$ cat config.mk
export PLATFORM = sky130hd
export DESIGN_NAME = dmrc_ram
export DESIGN_NICKNAME = d
export VERILOG_FILES = /design/src/hw/rtl/dmrc_ram.sv
export SDC_FILE = /design/constraint.sdc
export NUM_CORES = 1
export LEC_CHECK = 0
export ABC_CLOCK_PERIOD_IN_PS = 5600
export BUFFER_PORTS_ARGS = -buffer_cell sky130_fd_sc_hd__buf_2
export CAP_MARGIN = 20
export CELL_PAD_IN_SITES_DETAIL_PLACEMENT = 0
export CELL_PAD_IN_SITES_GLOBAL_PLACEMENT = 2
export CORE_UTILIZATION = 38
export DETAILED_ROUTE_END_ITERATION = 10
export GPL_ROUTABILITY_DRIVEN = 1
export PLACE_DENSITY = 0.68
export SYNTH_ARGS = -nofsm -noshare
export SYNTH_HDL_FRONTEND = slang
export SYNTH_SLANG_ARGS = --single-unit
$ cat constraint.sdc
create_clock -name clk -period 5.6 [get_ports clk]
set_input_delay 1.4 -clock clk [delete_from_list [all_inputs] [get_ports clk]]
set_output_delay 1.4 -clock clk [all_outputs]
set_load 0.01 [all_outputs]
$ cat src/hw/rtl/dmrc_ram.sv
// ----------------------------------------------------------------------------
// dmrc_ram
// Generic single-write, single-read RAM with registered read data.
// ----------------------------------------------------------------------------
`default_nettype none

module dmrc_ram #(
    parameter int WIDTH = 8,
    parameter int DEPTH = 16
) (
    input  wire logic                     clk,
    input  wire logic                     we,
    input  wire logic [$clog2(DEPTH)-1:0] waddr,
    input  wire logic [WIDTH-1:0]         wdata,
    input  wire logic [$clog2(DEPTH)-1:0] raddr,
    output logic      [WIDTH-1:0]         rdata
);

    logic [WIDTH-1:0] mem_reg [DEPTH];

    always_ff @(posedge clk)
    begin
        if (we)
        begin
            mem_reg[waddr] <= wdata;
        end
        rdata <= mem_reg[raddr];
    end

endmodule

`default_nettype wire
==> impl_metrics.py, run 1 <==
metrics = {
    "run_status": {
        "status": "completed",
    },
    "synth": {
        "synth.avg_cell_area_um2": 22.5,
        "yosysWarnings": 0,
        "synth_cell_types": 19,
        "synth_nets": 247,
        "synth_seq_cells": 136,
        "synth_area_leaders": "edfxtp_1, mux4_2, mux4_1",
        "postSynthCellCount": 229,
        "ys_seq_area_frac": 0.778,
        "synth_edf_count": 128,
        "synth_area_um2": 5150,
        "synth_ff_type": "edfxtp_1",
        "synth_top_area_frac": 0.747,
        "async_flop_share": 0,
        "synth_common_cells": "edfxtp_1, mux4_2, a22oi_1, mux4_1, nor2_1",
        "synth_most_common_cell": "edfxtp_1",
        "synth.largest_area_cell": "edfxtp_1",
    },
    "timing": {
        "min_period_ps": 2980,
        "maxSlewViolCount": 0,
        "final.period_utilization": 0.532,
        "maxSlewHeadroom": 0.317,
        "tightest_slew_ps": 1020,
        "fin_setup_tns_ps": 0,
        "rsz0062_at_grt": "no",
        "fin_skew_ps": 6.47,
        "setup_viol": 0,
        "hold_violations": 0,
        "fmax_mhz": 336,
    },
    "placement": {
        "gp_congestion": 0.658,
        "dp_hpwl_um": 5870,
        "port_buffers": 25,
    },
    "floorplanning": {
        "rows": 42,
        "core_um2": 13200,
        "die_x_um": 118,
        "fp.dieH_um": 118,
        "boundaryPins": 26,
        "start_util": 0.389,
        "die-area_um2": 14000,
    },
    "power_and_ir_drop": {
        "peakVddDrop_uv": 185,
        "leakage_nw": 2.02,
        "powerDensity_nw_per_um2": 405,
    },
    "grt": {
        "grt_max_degree": 33,
        "grt_pass1_vias": 2445,
        "antenna_found_initial": 0,
        "grt.total_usage": 0.148,
        "grt.overflow.total": 0,
        "grt_pass1_wl_um": 14500,
    },
    "setup_path": {
        "start_kind": "primary input",
        "cp.arrival_ps": 3270,
        "required_ps": 5890,
        "cp-end-kind": "flop",
        "crit_type": "in -> reg",
        "crit_slowest_cell": "buf_2",
        "cp_cell_sequence": "buf_2 > buf_4 > mux4_1 > a22oi_1 > nand2_1",
        "worst-path-max-fanout": 23,
        "crit_path_max_incr_delay_ps": 600,
    },
    "layout": {
        "finalNetCount": 283,
        "antenna_cells": 0,
        "drive_gt1_frac": 0.281,
        "utilization": 0.460,
        "largest_register_ffs": 128,
        "fillers": 1144,
        "areaGrowthSynthToFinish_pct": 18.4,
    },
    "hold_path": {
        "hold_path.class": "reg -> reg",
    },
    "detailed_routing": {
        "drtIter0Drc": 125,
        "dr_total_vias": 2315,
        "wl_um": 9650,
        "routedWlPerCell_um": 21.3,
        "post-route-drc-count": 0,
        "ant_nets": 0,
        "first_pass_iters": 4,
        "avgViaCountPerCell": 5.10,
    },
    "clock_tree": {
        "root_buffer": "clkbuf_16",
        "cts.hold.buffers_added": 0,
        "cts_setup_buffers": 0,
        "htreeDepth": 4,
        "cts_tree": "yes",
        "cts_buffer_depth": 2,
        "clkSinkCount": 136,
        "ctsResizeCount": 0,
        "path_clk_slew_ps": 60,
        "clk_latency_ps": 400,
        "cts_buffers": 17,
    },
    "job": {
        "max_cap_violations": 0,
    },
}
cell type report:
| class | instances | area, um2 | share of cell area |
|---|---|---|---|
| Clock buffer | 18 | 429 | 0.0704 |
| Sequential cell | 136 | 4000 | 0.657 |
| Timing Repair Buffer | 27 | 140 | 0.0230 |
| Multi-Input combinational cell | 83 | 1070 | 0.176 |
| Tap cell | 176 | 220 | 0.0361 |
| Clock inverter | 14 | 229 | 0.0376 |
layout by cell type (no fill, tap or decap), types with 2 or more instances in the layout:
master      instances
a22oi_1            16
buf_2              25
buf_4               2
bufinv_16           6
clkbuf_16          17
clkinv_1            2
clkinv_2            2
clkinvlp_4          3
dfxtp_1             8
edfxtp_1          128
mux4_1             14
mux4_2             18
nand2_1             9
nand2b_1            2
nand3b_1            2
nor2_1             13
nor3_2              3
worst max-delay path: cells and delay by family:
kind / cells / cell delay [ps]
simple gates: 1 / 70
compound gates: 1 / 250
buf+inv: 2 / 950
mux: 1 / 580
per-stage QoR:
stage          hold slack [ps]  area, um2  total power [mW]  cells  setup slack [ps]
6_report                   665       6090              2.47    454              2620
5_1_grt                    691       6090              2.54    454              2470
3_5_place_dp               657       5440              1.27    422              2150
2_1_floorplan              629       5150              1.22    229              2710
4_1_cts                    669       6090              2.48    454              2560
3_3_place_gp               653       5430              1.27    421              2120
path summary, 6_finish.rpt:
| path | start | to | slack, ps | cells after the start |
|---|---|---|---|---|
| max | raddr[0] | rdata[1]$_DFF_P_ | 2620 | 5 |
| max reg2reg | mem_reg[0][4]$_DFFE_PP_ | rdata[4]$_DFF_P_ | 4240 | 3 |
| min | mem_reg[14][5]$_DFFE_PP_ | rdata[5]$_DFF_P_ | 670 | 3 |
| min reg2reg | mem_reg[14][5]$_DFFE_PP_ | rdata[5]$_DFF_P_ | 670 | 3 |
power by group:
part / switching, mW / internal [mW]
clock network: 0.392 / 0.830
logic: 0.0598 / 0.0411
registers: 0.00614 / 1.14
layer usage:
metal,global-route usage,up-vias,part of all wire
met5,0,-,0
met4,0.0617,0,0.017
met3,0.0343,14,0.031
met2,0.246,41,0.51
met1,0.188,1214,0.44
li1,-,1046,-
cells by family (layout without fill, tap and decap cells):
family / Yosys count / after routing / synth area share
flip-flops: 136 / 136 / 0.778
AND/OR/NAND/NOR: 35 / 35 / 0.0318
multiplexers: 32 / 32 / 0.150
AO/OA/AOI/OAI: 16 / 16 / 0.0233
buffers and inverters: 10 / 59 / 0.0168
Note: power is estimated with default switching activity, not from simulation.
==> run 2: changes to the inputs <==
--- a/config.mk
+++ b/config.mk
@@ -5,7 +5,7 @@
 export SDC_FILE = /design/constraint.sdc
 export NUM_CORES = 1
 export LEC_CHECK = 0
-export ABC_CLOCK_PERIOD_IN_PS = 5600
+export ABC_CLOCK_PERIOD_IN_PS = 2950
 export BUFFER_PORTS_ARGS = -buffer_cell sky130_fd_sc_hd__buf_2
 export CAP_MARGIN = 20
 export CELL_PAD_IN_SITES_DETAIL_PLACEMENT = 0
==> constraint.sdc (replaced) <==
create_clock -name clk -period 2.95 [get_ports clk]
set_input_delay 0.7375 -clock clk [delete_from_list [all_inputs] [get_ports clk]]
set_output_delay 0.7375 -clock clk [all_outputs]
set_load 0.01 [all_outputs]
==> run 2 against run 1 <==
  * Core utilization is 0.32 points higher
  * Register-to-register slack worse by 2700 ps
  * Hold slack better by 15 ps
  * Combinational power is 98% higher
  * Count of clock-buffer cells in the layout is 3 higher
  * Sequential share of layout area is 0.46 points lower
  * Clock power is 67% higher
  * First-iteration DRC count is 22% higher
  * Power is 79% higher
  * Die area stayed put
  * Routed wire length is 1.7% higher
  * Via count is 2.9% higher
  * Largest power group is now sequential cells
==> impl_metrics.py, run 2 (same netlist as run 1, synthesis figures left out) <==
metrics = {
    "run_status": {
        "status": "completed",
    },
    "detailed_routing": {
        "met2_length_um": 5290,
        "first_pass_iters": 4,
        "dr_wl_met3_um": 242,
        "wl_um": 9810,
        "ant_nets": 0,
        "drtIter0Drc": 152,
        "met1Wirelength_um": 4210,
        "dr.max_layer_used": "met4",
        "routedWlPerCell_um": 20.9,
        "avgViaCountPerCell": 5.07,
        "dr_total_vias": 2383,
        "post-route-drc-count": 0,
    },
    "setup_path": {
        "cp.depth": 5,
        "setup.worst_path.start": "raddr[0]",
        "required_ps": 3240,
        "r2r_cells": 3,
        "start_kind": "primary input",
        "crit_type": "in -> reg",
        "r2r-start": "mem_reg[9][4]$_DFFE_PP_",
        "critical_path.top_delay_family": "multiplexers",
        "crit_slowest_cell": "mux4_1",
        "worst-path-max-fanout": 32,
        "cp.arrival_ps": 2100,
        "crit_buf_inv": 2,
        "cp-end-kind": "flop",
        "crit_path_max_incr_delay_ps": 590,
        "cp_cell_sequence": "buf_2 > buf_12 > mux4_1 > a22oi_1 > nand2_1",
    },
    "power_and_ir_drop": {
        "peakVddDrop_uv": 343,
        "p_comb_frac": 0.045,
        "p_sw_mw": 0.849,
        "switching_share": 0.192,
        "internal_power_mw": 3.56,
        "powerDensity_nw_per_um2": 719,
        "clkPwrFrac": 0.462,
        "seq_power_share": 0.493,
        "leakage_nw": 2.08,
    },
    "layout": {
        "final_area_um2": 6140,
        "regArea_um2": 4000,
        "finalNetCount": 299,
        "multiInputGateArea_um2": 1060,
        "fillers": 1158,
        "antenna_cells": 0,
        "drive_gt1_frac": 0.299,
        "final_common_cell": "edfxtp_1",
        "areaGrowthSynthToFinish_pct": 19.2,
        "final_cell_mix": "edfxtp_1, buf_2, mux4_2",
        "largest_register_ffs": 128,
    },
    "clock_tree": {
        "clkSinkCount": 136,
        "path_clk_slew_ps": 60,
        "cts_tree": "yes",
        "cts_setup_buffers": 0,
        "clk_latency_ps": 400,
        "cts_buffer_depth": 2,
        "cts_buffers": 17,
        "cts.hold.buffers_added": 0,
        "root_buffer": "clkbuf_16",
        "htreeDepth": 4,
        "ctsResizeCount": 0,
    },
    "floorplanning": {
        "fp.dieH_um": 118,
        "core_um2": 13200,
        "rows": 42,
        "boundaryPins": 26,
        "start_util": 0.389,
        "die_x_um": 118,
        "die-area_um2": 14000,
    },
    "grt": {
        "antenna_found_initial": 0,
        "grt_max_degree": 33,
        "grt.overflow.total": 0,
        "grt_pass1_vias": 2543,
        "grt_pass1_wl_um": 15100,
        "grt.total_usage": 0.154,
    },
    "timing": {
        "final.period_utilization": 0.615,
        "fin_skew_ps": 13.4,
        "rsz0062_at_grt": "no",
        "maxSlewHeadroom": 0.437,
        "fmax_mhz": 551,
        "min_period_ps": 1810,
        "fin_setup_tns_ps": 0,
        "hold_violations": 0,
        "tightest_slew_ps": 842,
        "setup_viol": 0,
        "maxSlewViolCount": 0,
    },
    "placement": {
        "dp_hpwl_um": 6080,
        "gp_congestion": 0.689,
        "port_buffers": 25,
        "placed_area_um2": 5570,
    },
    "hold_path": {
        "min_path_cells": 3,
        "hold_path.class": "reg -> reg",
        "min_from": "mem_reg[12][3]$_DFFE_PP_",
    },
    "job": {
        "max_cap_violations": 0,
    },
}
## run 2: final timing paths
check,end,slack (ps)
worst min register to register,rdata[3]$_DFF_P_,680
worst min-delay path,rdata[3]$_DFF_P_,680
worst max-delay path,rdata[4]$_DFF_P_,1140
worst max register to register,rdata[4]$_DFF_P_,1580
## run 2: tightest hold or removal path, stage by stage (launching register included)
cell      delay [ps]
edfxtp_1         310
mux4_2           220
a22oi_1           60
nand2_1           60
## run 2: power groups by stage
stage,Clock (mW),Combinational [mW],Sequential [mW]
after floorplan,0,0.110,2.22
after global placement,0,0.204,2.21
after detailed placement,0,0.206,2.21
after CTS,2.07,0.207,2.17
after global routing,2.15,0.221,2.18
final,2.04,0.200,2.17
## run 2: metal layers
metal	global-route usage	vias up
met5	0	-
met4	0.0593	0
met3	0.0386	4
met2	0.263	42
met1	0.189	1263
li1	-	1074
## run 2: per-stage QoR
step | cells | setup slack, ps | hold slack (ps) | power [mW] | utilization
5_1_grt | 470 | 1030 | 693 | 4.54 | 0.463
3_3_place_gp | 438 | 685 | 660 | 2.42 | 0.420
4_1_cts | 470 | 1110 | 682 | 4.45 | 0.463
6_report | 470 | 1140 | 680 | 4.41 | 0.463
3_5_place_dp | 438 | 686 | 663 | 2.42 | 0.420
2_1_floorplan | 229 | 720 | 629 | 2.33 | -
## run 2: layout make-up
| class | instances | area share |
|---|---|---|
| timing repair buffer | 43 | 0.0465 |
| clock buffer | 21 | 0.0718 |
| tap | 176 | 0.0359 |
| clock inverter | 11 | 0.0212 |
| multi-input combinational | 83 | 0.172 |
| sequential | 136 | 0.652 |
